### config.mk
export PLATFORM = sky130hd
export DESIGN_NAME = adsr_envelope_generator
export DESIGN_NICKNAME = d
export VERILOG_FILES = /design/src/hdl/adsr_pkg.sv /design/src/hdl/adsr_regs.sv /design/src/hdl/adsr_ctrl.sv /design/src/hdl/adsr_dp.sv /design/src/hdl/adsr_envelope_generator.sv
export SDC_FILE = /design/constraint.sdc
export NUM_CORES = 2
export LEC_CHECK = 0
export BUFFER_PORTS_ARGS = -buffer_cell sky130_fd_sc_hd__buf_2
export CAP_MARGIN = 10
export CORE_ASPECT_RATIO = 1.75
export CORE_MARGIN = 4
export CORE_UTILIZATION = 55
export DETAILED_ROUTE_END_ITERATION = 8
export HOLD_SLACK_MARGIN = 0.02
export PLACE_DENSITY = 0.72
export SLEW_MARGIN = 15
export SYNTH_ARGS = -nofsm -noshare
export SYNTH_HDL_FRONTEND = slang
export SYNTH_SLANG_ARGS = --single-unit
### constraint.sdc
create_clock -name clk -period 29.5 [get_ports clk]
set_input_delay 2.95 -clock clk [delete_from_list [all_inputs] [get_ports clk]]
set_output_delay 2.95 -clock clk [all_outputs]
set_load 0.02 [all_outputs]
### src/hdl/adsr_pkg.sv
`default_nettype none
package adsr_pkg;

  // fixed-point format of levels: unsigned Q1.15
  localparam int FRAC_BITS  = 15;
  localparam int LEVEL_W    = 16;
  localparam int LEN_W      = 24;
  localparam int SAMPLE_W   = 16;
  localparam int ADV_W      = 8;
  localparam int PROD_W     = LEN_W + LEVEL_W;
  localparam int DIV_STEPS  = LEVEL_W;
  localparam int DIV_CNT_W  = $clog2(DIV_STEPS);
  localparam int IN_DATA_W  = 24;
  localparam int OUT_DATA_W = 40;
  localparam int CFG_DATA_W = 32;
  localparam int CFG_ADDR_W = 4;

  localparam logic [LEVEL_W-1:0] UNITY = LEVEL_W'(32'd1 << FRAC_BITS);

  localparam logic [LEN_W-1:0]   ATTACK_RESET  = LEN_W'(480);
  localparam logic [LEN_W-1:0]   DECAY_RESET   = LEN_W'(12000);
  localparam logic [LEVEL_W-1:0] SUSTAIN_RESET = LEVEL_W'(8192);
  localparam logic [LEN_W-1:0]   RELEASE_RESET = LEN_W'(24000);

  typedef enum logic [2:0] {
    PH_OFF     = 3'd0,
    PH_ATTACK  = 3'd1,
    PH_DECAY   = 3'd2,
    PH_SUSTAIN = 3'd3,
    PH_RELEASE = 3'd4
  } phase_t;

  typedef enum logic [1:0] {
    KIND_SAMPLE  = 2'd0,
    KIND_ATTACK  = 2'd1,
    KIND_RELEASE = 2'd2,
    KIND_OFF     = 2'd3
  } kind_t;

  typedef enum logic [1:0] {
    REG_ATTACK  = 2'd0,
    REG_DECAY   = 2'd1,
    REG_SUSTAIN = 2'd2,
    REG_RELEASE = 2'd3
  } reg_idx_t;

  typedef enum logic [2:0] {
    ST_IDLE,
    ST_MUL,
    ST_DIV,
    ST_LEVEL,
    ST_WRITE
  } ctrl_state_t;

  typedef struct packed {
    logic [LEN_W-1:0]   attack_length;
    logic [LEN_W-1:0]   decay_length;
    logic [LEVEL_W-1:0] sustain_level;
    logic [LEN_W-1:0]   release_length;
  } cfg_t;

  typedef struct packed {
    logic accept;
    logic mul_en;
    logic div_step;
    logic level_en;
    logic write_en;
  } ctrl_cmd_t;

  typedef struct packed {
    logic in_is_sample;
    logic out_free;
  } ctrl_sts_t;

endpackage
`default_nettype wire

### src/hdl/adsr_regs.sv
`default_nettype none
module adsr_regs (
  input  wire                                 clk,
  input  wire                                 rst,
  input  wire                                 psel,
  input  wire                                 penable,
  input  wire                                 pwrite,
  input  wire  [adsr_pkg::CFG_ADDR_W-1:0]     paddr,
  input  wire  [adsr_pkg::CFG_DATA_W-1:0]     pwdata,
  output logic [adsr_pkg::CFG_DATA_W-1:0]     prdata,
  output logic                                pready,
  output adsr_pkg::cfg_t                      cfg
);
  import adsr_pkg::*;

  reg_idx_t idx;
  logic     wr;

  assign idx    = reg_idx_t'(paddr[3:2]);
  assign pready = 1'b1;
  assign wr     = psel && penable && pwrite && pready;

  always_ff @(posedge clk) begin
    if (rst) begin
      cfg.attack_length  <= ATTACK_RESET;
      cfg.decay_length   <= DECAY_RESET;
      cfg.sustain_level  <= SUSTAIN_RESET;
      cfg.release_length <= RELEASE_RESET;
    end else if (wr) begin
      case (idx)
        REG_ATTACK:  cfg.attack_length  <= pwdata[LEN_W-1:0];
        REG_DECAY:   cfg.decay_length   <= pwdata[LEN_W-1:0];
        REG_SUSTAIN: cfg.sustain_level  <= pwdata[LEVEL_W-1:0];
        REG_RELEASE: cfg.release_length <= pwdata[LEN_W-1:0];
        default: ;
      endcase
    end
  end

  always_comb begin
    case (idx)
      REG_ATTACK:  prdata = CFG_DATA_W'(cfg.attack_length);
      REG_DECAY:   prdata = CFG_DATA_W'(cfg.decay_length);
      REG_SUSTAIN: prdata = CFG_DATA_W'(cfg.sustain_level);
      REG_RELEASE: prdata = CFG_DATA_W'(cfg.release_length);
      default:     prdata = '0;
    endcase
  end

endmodule
`default_nettype wire

### src/hdl/adsr_ctrl.sv
`default_nettype none
module adsr_ctrl (
  input  wire                  clk,
  input  wire                  rst,
  input  wire                  s_axis_tvalid,
  output logic                 s_axis_tready,
  input  adsr_pkg::ctrl_sts_t  sts,
  output adsr_pkg::ctrl_cmd_t  cmd
);
  import adsr_pkg::*;

  ctrl_state_t          state;
  ctrl_state_t          state_next;
  logic [DIV_CNT_W-1:0] div_cnt;
  logic                 div_last;

  assign div_last = (div_cnt == DIV_CNT_W'(DIV_STEPS - 1));

  always_ff @(posedge clk) begin
    if (rst) begin
      state   <= ST_IDLE;
      div_cnt <= '0;
    end else begin
      state <= state_next;
      if (state == ST_DIV) begin
        div_cnt <= div_cnt + DIV_CNT_W'(1);
      end else begin
        div_cnt <= '0;
      end
    end
  end

  // next state
  always_comb begin
    state_next = state;
    case (state)
      ST_IDLE: begin
        if (s_axis_tvalid && sts.in_is_sample) state_next = ST_MUL;
      end
      ST_MUL:   state_next = ST_DIV;
      ST_DIV: begin
        if (div_last) state_next = ST_LEVEL;
      end
      ST_LEVEL: state_next = ST_WRITE;
      ST_WRITE: begin
        if (sts.out_free) state_next = ST_IDLE;
      end
      default:  state_next = ST_IDLE;
    endcase
  end

  // outputs
  always_comb begin
    cmd           = '0;
    s_axis_tready = 1'b0;
    case (state)
      ST_IDLE: begin
        s_axis_tready = 1'b1;
        cmd.accept    = s_axis_tvalid;
      end
      ST_MUL:   cmd.mul_en   = 1'b1;
      ST_DIV:   cmd.div_step = 1'b1;
      ST_LEVEL: cmd.level_en = 1'b1;
      ST_WRITE: cmd.write_en = sts.out_free;
      default: ;
    endcase
  end

  a_write_free: assert property (@(posedge clk) disable iff (rst)
    cmd.write_en |-> sts.out_free)
    else $error("result written while output register is full");

  a_sample_to_mul: assert property (@(posedge clk) disable iff (rst)
    (cmd.accept && sts.in_is_sample) |=> cmd.mul_en)
    else $error("accepted sample did not start the multiply");

  a_div_start: assert property (@(posedge clk) disable iff (rst)
    cmd.mul_en |=> (cmd.div_step && div_cnt == '0))
    else $error("divide did not start at step zero");

  a_div_end: assert property (@(posedge clk) disable iff (rst)
    (cmd.div_step && div_last) |=> cmd.level_en)
    else $error("level not formed after last divide step");

endmodule
`default_nettype wire

### src/hdl/adsr_dp.sv
`default_nettype none
module adsr_dp #(
  parameter int POSITION_BITS = 24
) (
  input  wire                                  clk,
  input  wire                                  rst,
  input  adsr_pkg::cfg_t                       cfg,
  input  adsr_pkg::ctrl_cmd_t                  cmd,
  output adsr_pkg::ctrl_sts_t                  sts,
  input  wire  [adsr_pkg::IN_DATA_W-1:0]       s_axis_tdata,
  input  wire  [1:0]                           s_axis_tuser,
  output logic                                 m_axis_tvalid,
  input  wire                                  m_axis_tready,
  output logic [adsr_pkg::OUT_DATA_W-1:0]      m_axis_tdata
);
  import adsr_pkg::*;

  localparam int CMP_W = (POSITION_BITS > LEN_W) ? POSITION_BITS : LEN_W;

  // envelope state
  phase_t                    phase_reg;
  logic [POSITION_BITS-1:0]  position;
  logic [LEVEL_W-1:0]        current_level;
  logic [LEVEL_W-1:0]        release_start_level;

  // per-item working registers
  logic signed [SAMPLE_W-1:0] sample_r;
  logic [ADV_W-1:0]           advance_r;
  phase_t                     phase_before;
  logic [LEN_W-1:0]           rem;
  logic [LEVEL_W-1:0]         quo;
  logic [LEVEL_W-1:0]         level_r;

  kind_t                      kind;
  logic [LEN_W-1:0]           len_sel;
  logic                       len_zero;
  logic [CMP_W-1:0]           pos_ext;
  logic [CMP_W-1:0]           len_ext;
  logic [LEN_W-1:0]           p_cl;
  logic [LEVEL_W-1:0]         s_cl;
  logic [LEN_W-1:0]           mul_a;
  logic [LEVEL_W-1:0]         mul_b;
  logic [PROD_W-1:0]          prod;
  logic [LEN_W:0]             trial;
  logic                       trial_ge;
  logic [LEVEL_W-1:0]         level_sel;
  logic [POSITION_BITS:0]     pos_sum;
  logic [POSITION_BITS-1:0]   pos_sat;
  logic [CMP_W-1:0]           pos_sat_ext;
  logic                       phase_done;
  phase_t                     phase_next;
  logic [POSITION_BITS-1:0]   pos_next;
  logic signed [SAMPLE_W+LEVEL_W:0] scaled;

  assign kind             = kind_t'(s_axis_tuser);
  assign sts.in_is_sample = (kind == KIND_SAMPLE);
  assign sts.out_free     = !m_axis_tvalid || m_axis_tready;

  always_comb begin
    case (phase_reg)
      PH_ATTACK:  len_sel = cfg.attack_length;
      PH_DECAY:   len_sel = cfg.decay_length;
      PH_RELEASE: len_sel = cfg.release_length;
      default:    len_sel = '0;
    endcase
  end

  assign len_zero = (len_sel == '0);
  assign pos_ext  = CMP_W'(position);
  assign len_ext  = CMP_W'(len_sel);
  assign p_cl     = (pos_ext > len_ext) ? len_sel : pos_ext[LEN_W-1:0];
  assign s_cl     = (cfg.sustain_level > UNITY) ? UNITY : cfg.sustain_level;

  // numerator of the level ramp
  always_comb begin
    case (phase_reg)
      PH_ATTACK: begin
        mul_a = p_cl;
        mul_b = UNITY;
      end
      PH_DECAY: begin
        mul_a = p_cl;
        mul_b = UNITY - s_cl;
      end
      PH_RELEASE: begin
        mul_a = len_sel - p_cl;
        mul_b = release_start_level;
      end
      default: begin
        mul_a = '0;
        mul_b = '0;
      end
    endcase
  end

  assign prod = PROD_W'(mul_a) * PROD_W'(mul_b);

  // restoring divide step, quotient shifts in below the numerator bits
  assign trial    = {rem, quo[LEVEL_W-1]};
  assign trial_ge = (trial >= {1'b0, len_sel});

  always_comb begin
    case (phase_reg)
      PH_ATTACK:  level_sel = len_zero ? UNITY : quo;
      PH_DECAY:   level_sel = len_zero ? UNITY : (UNITY - quo);
      PH_SUSTAIN: level_sel = s_cl;
      PH_RELEASE: level_sel = len_zero ? '0 : quo;
      default:    level_sel = '0;
    endcase
  end

  // position advance with saturation and phase end
  assign pos_sum     = {1'b0, position} + (POSITION_BITS + 1)'(advance_r);
  assign pos_sat     = pos_sum[POSITION_BITS] ? '1 : pos_sum[POSITION_BITS-1:0];
  assign pos_sat_ext = CMP_W'(pos_sat);
  assign phase_done  = (pos_sat_ext >= len_ext);

  always_comb begin
    phase_next = phase_reg;
    pos_next   = pos_sat;
    case (phase_reg)
      PH_ATTACK: begin
        if (phase_done) begin
          phase_next = PH_DECAY;
          pos_next   = '0;
        end
      end
      PH_DECAY: begin
        if (phase_done) begin
          phase_next = PH_SUSTAIN;
          pos_next   = '0;
        end
      end
      PH_RELEASE: begin
        if (phase_done) begin
          phase_next = PH_OFF;
          pos_next   = '0;
        end
      end
      default: ;
    endcase
  end

  assign scaled = sample_r * $signed({1'b0, level_r});

  always_ff @(posedge clk) begin
    if (rst) begin
      phase_reg           <= PH_OFF;
      position            <= '0;
      current_level       <= '0;
      release_start_level <= '0;
      m_axis_tvalid       <= 1'b0;
    end else begin
      if (cmd.accept) begin
        case (kind)
          KIND_ATTACK: begin
            phase_reg     <= PH_ATTACK;
            current_level <= '0;
            position      <= '0;
          end
          KIND_RELEASE: begin
            phase_reg           <= PH_RELEASE;
            release_start_level <= current_level;
            position            <= '0;
          end
          KIND_OFF: begin
            phase_reg <= PH_OFF;
            position  <= '0;
          end
          default: ;
        endcase
      end
      if (cmd.write_en) begin
        current_level <= level_r;
        phase_reg     <= phase_next;
        position      <= pos_next;
        m_axis_tvalid <= 1'b1;
      end else if (m_axis_tready) begin
        m_axis_tvalid <= 1'b0;
      end
    end
  end

  always_ff @(posedge clk) begin
    if (cmd.accept) begin
      sample_r     <= s_axis_tdata[SAMPLE_W-1:0];
      advance_r    <= s_axis_tdata[SAMPLE_W +: ADV_W];
      phase_before <= phase_reg;
    end
    if (cmd.mul_en) begin
      rem <= prod[PROD_W-1:LEVEL_W];
      quo <= prod[LEVEL_W-1:0];
    end
    if (cmd.div_step) begin
      rem <= trial_ge ? LEN_W'(trial - {1'b0, len_sel}) : trial[LEN_W-1:0];
      quo <= {quo[LEVEL_W-2:0], trial_ge};
    end
    if (cmd.level_en) begin
      level_r <= level_sel;
    end
    if (cmd.write_en) begin
      m_axis_tdata <= {4'b0, (phase_next != PH_OFF), phase_before, level_r,
                       scaled[FRAC_BITS+SAMPLE_W-1:FRAC_BITS]};
    end
  end

endmodule
`default_nettype wire

### src/hdl/adsr_envelope_generator.sv
`default_nettype none
// linear adsr envelope with off, attack, decay, sustain and release phases.
// items arrive on s_axis: tuser picks the kind (sample, trigger attack,
// trigger release, turn off) and a sample item gives one result on m_axis
// carrying the sample scaled by the envelope level, the level itself in
// q1.15, the phase used and whether the envelope is still running after the
// position advance. control items give no result. a sample item runs
// through accept, ramp multiply, a 16-step restoring divide by the phase
// length, level forming and scale and advance, which writes its result
// into the output register. the write step waits while the previous
// result is still unread. the next item is taken as soon as the result
// sits in the output register, even if it has not been taken yet.
// registers sit on the apb port at byte addresses 0 (attack length), 4
// (decay length), 8 (sustain level) and 12 (release length) and must only
// be written while no sample is in flight.
module adsr_envelope_generator #(
  parameter int POSITION_BITS = 24
) (
  input  wire         clk,
  input  wire         rst,
  // apb configuration port
  input  wire         psel,
  input  wire         penable,
  input  wire         pwrite,
  input  wire  [3:0]  paddr,
  input  wire  [31:0] pwdata,
  output logic [31:0] prdata,
  output logic        pready,
  // input items
  input  wire         s_axis_tvalid,
  output logic        s_axis_tready,
  input  wire  [23:0] s_axis_tdata,  // sample_in[15:0], advance[23:16]
  input  wire  [1:0]  s_axis_tuser,  // kind[1:0]
  // result items
  output logic        m_axis_tvalid,
  input  wire         m_axis_tready,
  output logic [39:0] m_axis_tdata   // sample_out[15:0], level[31:16],
                                     // phase[34:32], active[35], zero pad
);
  import adsr_pkg::*;

  cfg_t      cfg;
  ctrl_cmd_t cmd;
  ctrl_sts_t sts;

  // register file
  adsr_regs u_regs (
    .clk     (clk),
    .rst     (rst),
    .psel    (psel),
    .penable (penable),
    .pwrite  (pwrite),
    .paddr   (paddr),
    .pwdata  (pwdata),
    .prdata  (prdata),
    .pready  (pready),
    .cfg     (cfg)
  );

  // sequencer: accept, multiply, divide steps, level, write
  adsr_ctrl u_ctrl (
    .clk           (clk),
    .rst           (rst),
    .s_axis_tvalid (s_axis_tvalid),
    .s_axis_tready (s_axis_tready),
    .sts           (sts),
    .cmd           (cmd)
  );

  // envelope state, ramp arithmetic and output register
  adsr_dp #(
    .POSITION_BITS (POSITION_BITS)
  ) u_dp (
    .clk           (clk),
    .rst           (rst),
    .cfg           (cfg),
    .cmd           (cmd),
    .sts           (sts),
    .s_axis_tdata  (s_axis_tdata),
    .s_axis_tuser  (s_axis_tuser),
    .m_axis_tvalid (m_axis_tvalid),
    .m_axis_tready (m_axis_tready),
    .m_axis_tdata  (m_axis_tdata)
  );

endmodule
`default_nettype wire

======== Word level (Yosys, flattened, before mapping) ========
Index checks and enable logic that the tools add are counted.
word-level totals
  register bits ........................... 274
  input bits .............................. 69
  output and inout bits ................... 75
  word-level logic and storage cells ...... 121
cells by class
  $add $sub $neg .......................... 6
  $mul .................................... 2
  order comparisons ....................... 4
  eq/ne operators ......................... 18
  muxes and demuxes ....................... 43
  bitwise operators ....................... 1
  reductions and logical operators ........ 29
operators with widths
  cell                                            count
  two-way mux 24 bit                              10
  two-way mux 16 bit                              9
  one-hot mux 32 bit (4 select lines)             1
  one-hot mux 24 bit (3 select lines)             1
  one-hot mux 16 bit (4 select lines)             1
  one-hot mux 16 bit (3 select lines)             1
  one-hot mux 24 bit (2 select lines)             1
  subtractor 24 bit                               2
  multiplier 24 x 16 -> 40 bit                    1
  subtractor 16 bit (first input constant)        2
  multiplier 16 x 17 -> 31 bit                    1
  adder 24 x 8 -> 25 bit                          1
  >= comparator 25 x 24 -> 1 bit                  1
  >= comparator 24 bit                            1
  > comparator 24 bit                             1
  logical NOT 24 bit                              1
  two-way mux 3 bit                               8
  one-hot mux 3 bit (3 select lines)              2
  > comparator 16 bit (second input constant)     1
  AND reduction 2 bit                             8
  one-hot mux 3 bit (5 select lines)              1
  == test 3 x 2 -> 1 bit (second input constant)  4
  nonzero test 2 bit                              5
  == test 2 bit (second input constant)           4
  18 further kinds                                35

======== Depth between registers and ports, before layout ========
  depth after elaboration ................. 9
  mapped depth ............................ 51
  depth with buffers taken out ............ 47

======== Modules after synthesis ========
From an unflattened synthesis, not the netlist that was laid out.
second synthesis, totals
  cells, all modules ...................... 4,172
  area, all modules ....................... 37,297.0 µm²
modules (own cells, without submodules)
  module     instances  cells each  area each (µm²)  seq. area each (µm²)
  adsr_dp    1          3,723       32,755.2         4,774.6
  adsr_regs  1          410         4,192.8          1,761.7
  adsr_ctrl  1          39          349.1            140.1

======== Worst setup path after synthesis ========
Ideal clock, no wire load.
  path type ............................... reg-to-reg
  start ................................... register with a tool-made name
  end ..................................... register u_dp.rem[23], data pin
  setup time .............................. 0.260 ns
  arrival time ............................ 11.098 ns
  required time ........................... 29.240 ns
  path slack .............................. 18.142 ns
  cell stages (with the launch flop) ...... 48
  buffers on the path ..................... 4
  clock period less this slack ............ 11.358 ns
  cell sequence ........................... dfxtp_1 buf_2 nor2b_1 clkbuf_1 a22oi_1 o21ai_0 inv_1 ha_1 nor2b_1 o211ai_1 a21oi_1 o311a_1 o21ai_2 buf_2 mux2i_1 inv_1 ha_1 inv_1 (+12 left out) fa_1 fa_1 inv_1 fa_1 fa_1 inv_1 fa_1 inv_1 ha_1 a21oi_1 o211ai_1 a211oi_1 o21ai_0 a2111oi_1 nor4_1 a211o_1 xnor2_1 mux2_2
RTL lines
  what                    RTL line        text
  end signal: assignment  adsr_dp.sv:191  rem <= prod[PROD_W-1:LEVEL_W];
  end signal: assignment  adsr_dp.sv:195  rem <= trial_ge ? LEN_W'(trial - {1'b0, len_sel}) : trial[LEN_W-1:0];
  end: declaration        adsr_dp.sv:30   logic [LEN_W-1:0] rem;

======== Final worst setup path ========
  start ................................... register u_dp.phase_reg[1]
  end ..................................... register u_dp.rem[23], data pin
between the ends
  word-level cells in the longest chain between the ends .. 9
  elaborated cells on any way between the ends .. 16
  classes of those cells .................. 2 x add/sub; 1 x mul; 2 x order compare; 3 x eq/ne; 7 x mux; 1 x reduce/logical
ends and longest elaborated chain
  what                                         RTL line                      text
  start: declaration                           adsr_dp.sv:21                 phase_t phase_reg;
  start signal: assignment                     adsr_dp.sv:175                phase_reg <= phase_next;
  == test 3 bit, or another cell as far along  adsr_dp.sv:60, adsr_dp.sv:76
  one-hot mux 24 bit (3 select lines)          adsr_dp.sv:60                 case (phase_reg)
  > comparator 24 bit                          adsr_dp.sv:71                 assign p_cl = (pos_ext > len_ext) ? len_sel : pos_ext[LEN_W-1:0];
  two-way mux 24 bit                           adsr_dp.sv:71
  subtractor 24 bit                            adsr_dp.sv:86                 mul_a = len_sel - p_cl;
  one-hot mux 24 bit (2 select lines)          adsr_dp.sv:76                 case (phase_reg)
  multiplier 24 x 16 -> 40 bit                 adsr_dp.sv:96                 assign prod = PROD_W'(mul_a) * PROD_W'(mul_b);
  two-way mux 24 bit                           adsr_dp.sv:190                if (cmd.mul_en) begin
  two-way mux 24 bit *                         adsr_dp.sv:194                if (cmd.div_step) begin
Mark *: on every way between the ends. The rest lies on a longest branch, timed or not. The select of a mux whose other input is x is not followed.
A chain may end at the register's enable or synchronous reset.

==> out/metrics.cfg <==
[cells_and_area]
fillers=5845
top_regs=u_regs.cfg (88), u_dp.m_axis_tdata (36)
final_area_um2=39200
mostFrequentLayoutCells=nand2_1, inv_1, fa_1, ha_1, nor2_1
multi_input_area_um2=26900
seq_area_um2=6680
top_register=u_regs.cfg
layout-drive-gt1-share_pct=6.90
final_common_cell=nand2_1
largest_reg_flops=88
fin_nets=5156
area_growth_pct=6.99

[clock_network]
cts_tree=done
cts.sinks=274
clkLatencyLatePin_ns=0.61
clk_pin_slew_worst_paths_ns=0.07
ctsHoldBuffers=0
post_cts_resized=0
post-cts-setup-buffer-count=0
numCtsBuffers=29
htree_num_levels=1
cts_root_buffer=clkbuf_16
clock_path_buffers=3

[job]
cap_violations=0

[logic_synthesis]
ys_seq_area_share_pct=18.2
ys.flop_type=dfxtp_1
synthArstFlopShare_pct=0
yosysWarningCount=0
ys_types=83
ys_ff_latch=274
netlist_area_um2=36600
synth_edf_count=119
syn_avg_cell_area_um2=8.67
syn_inst=4224

[sta]
fin_crit_sh_pct=48.3
timing.fmax_mhz=70.2
tightest_slew_ns=1.23
fin_tns_setup_ns=0
setup-violations-final=0
finalWorstSetupSlack_ns=15.26
rsz0062_at_grt=no
hold_violations=0
slew_violations=0
fin_crit_ns=14.24
slew_headroom_pct=17.8
fin_skew_ns=0.0223

[placed_design]
io_buffers=120
place_hpwl_um=89100
place_congestion=0.963
placed_cell_area_um2=38100
dp_slack_ns=15.48

[drt]
drtIter0Drc=2197
highest_layer=met4
drtAntennaViolNets=0
viasPerCell=5.97
wirelength_um=114000
routed-via-count=30800
drt-wirelength-per-cell_um=22.2
wl_met3_um=7230
wl_met1_um=35900
route.met2.wl_um=58100
drc=0
firstDrtPassIters=6

[die]
die-area_um2=71000
initial_core_util_pct=55.8
die_w_um=203
ios=144
rows=124
die_h_um=349
coreArea_um2=65600

[worst_setup_path]
crit_path_max_incr_delay_ns=0.95
crit_buf_inv=8
rr_startpoint=u_dp.phase_reg[1]$_SDFFE_PP0P_
reg2reg_to=u_dp.rem[23]$_DFFE_PP_
crit_top_cell=fa_1
cp.required_ns=29.87
path_class=reg2reg
arrival_ns=14.60
cp-start-kind=flop
critPathCaptureType=flop
cp_slowest_cell=o22ai_1
reg2reg_slack_ns=15.26
critPathMaxFanout=43
reg2regPathDepth=44
critPathTopFamily=compound AO/OA/AOI/OAI gates

[grt]
antenna_found_initial=2
grt_max_degree=94
grt_pass1_vias=32400
grt_overflow=0
grt_pass1_wl_um=177000
grt_util_all_layers_pct=32.1

[worst_hold_path]
hold_start=u_dp.phase_before[2]$_DFFE_PP_
hold_end=u_dp.m_axis_tdata[34]$_DFFE_PP_
hold_depth=0
hold_path.class=reg2reg

[power_and_ir_drop]
leakage_nw=17.9
power_per_cell_area_nw_per_um2=88.5
ir_drop_uv=188

[outcome]
status=finished, final reports clean

## worst reg2reg max path, delay by kind of cell, from the launching register on
family / cells / cell delay [ns]
DFF: 1 / 0.68
xor gates and xnor gates: 2 / 0.35
and+or+nand+nor: 6 / 0.96
AOI/OAI and AO/OA: 16 / 5.53
adders and majority gates: 10 / 4.50
muxes: 2 / 0.47
buffers and inverters: 8 / 1.49
## power breakdown
group | switching, mW | internal, mW | total, mW
clock network | 0.176 | 0.234 | 0.410
registers | 0.0625 | 0.550 | 0.612
logic | 1.44 | 1.01 | 2.45
## layout make-up
cell class,instances,share of cell area [%]
Multi-Input combinational cell,3144,68.7
Sequential cell,274,17.0
Inverter,624,5.98
Tap cell,882,2.82
Timing Repair Buffer,182,2.73
Clock buffer,40,2.19
Clock inverter,14,0.492
Antenna cell,3,0.0192
## synthesized netlist by cell type, types with 39 or more instances
master	count	area, um2
xnor2_1	77	674
clkbuf_1	153	574
nor2b_1	39	244
inv_1	624	2340
o21a_1	39	293
a21oi_1	257	1290
nor2_1	293	1100
dfxtp_1	155	3100
and2_1	131	820
ha_1	330	4130
edfxtp_1	119	3570
fa_1	502	10000
nand2b_1	53	332
a22o_1	39	342
o21ai_0	122	611
a22oi_1	49	368
a21o_1	42	315
xor2_1	42	368
nand2_1	698	2620
## layer usage
layer	up-vias	global-route usage [%]
li1	13700	-
met2	1424	58.2
met3	641	3.62
met5	-	0
met1	15000	32.3
met4	0	28.4
## cell families after synthesis
kind of cell	after synthesis	share of synthesized area, %
AOI/OAI and AO/OA	735	12.8
other	2	0.0205
adders and majority gates	832	38.7
xor gates and xnor gates	119	2.85
buffers and inverters	817	8.57
muxes	41	1.68
DFF	274	18.2
and+or+nand+nor	1404	17.2
## worst max path at each step
stage	startpoint	endpoint	depth (start not counted)
detailed placement	u_dp.phase_reg[1]$_SDFFE_PP0P_	u_dp.rem[23]$_DFFE_PP_	44
finish	u_dp.phase_reg[1]$_SDFFE_PP0P_	u_dp.rem[23]$_DFFE_PP_	44
floorplan	flop	u_dp.rem[23]$_DFFE_PP_	47
CTS	u_dp.phase_reg[1]$_SDFFE_PP0P_	u_dp.rem[23]$_DFFE_PP_	44
global route	u_dp.phase_reg[1]$_SDFFE_PP0P_	u_dp.rem[23]$_DFFE_PP_	44
global placement	u_dp.phase_reg[1]$_SDFFE_PP0P_	u_dp.rem[23]$_DFFE_PP_	44
## metrics by stage
step | hold slack (ns) | std cells | total power, mW | utilization (%)
floorplan | 0.400 | 4235 | 2.30 | -
global placement | 0.406 | 5106 | 3.00 | 58.1
detailed placement | 0.406 | 5106 | 3.05 | 58.1
CTS | 0.422 | 5160 | 3.48 | 59.7
global route | 0.424 | 5161 | 3.75 | 59.7
finish | 0.422 | 5163 | 3.47 | 59.7
No activity file was read; power rests on OpenSTA's default activity.
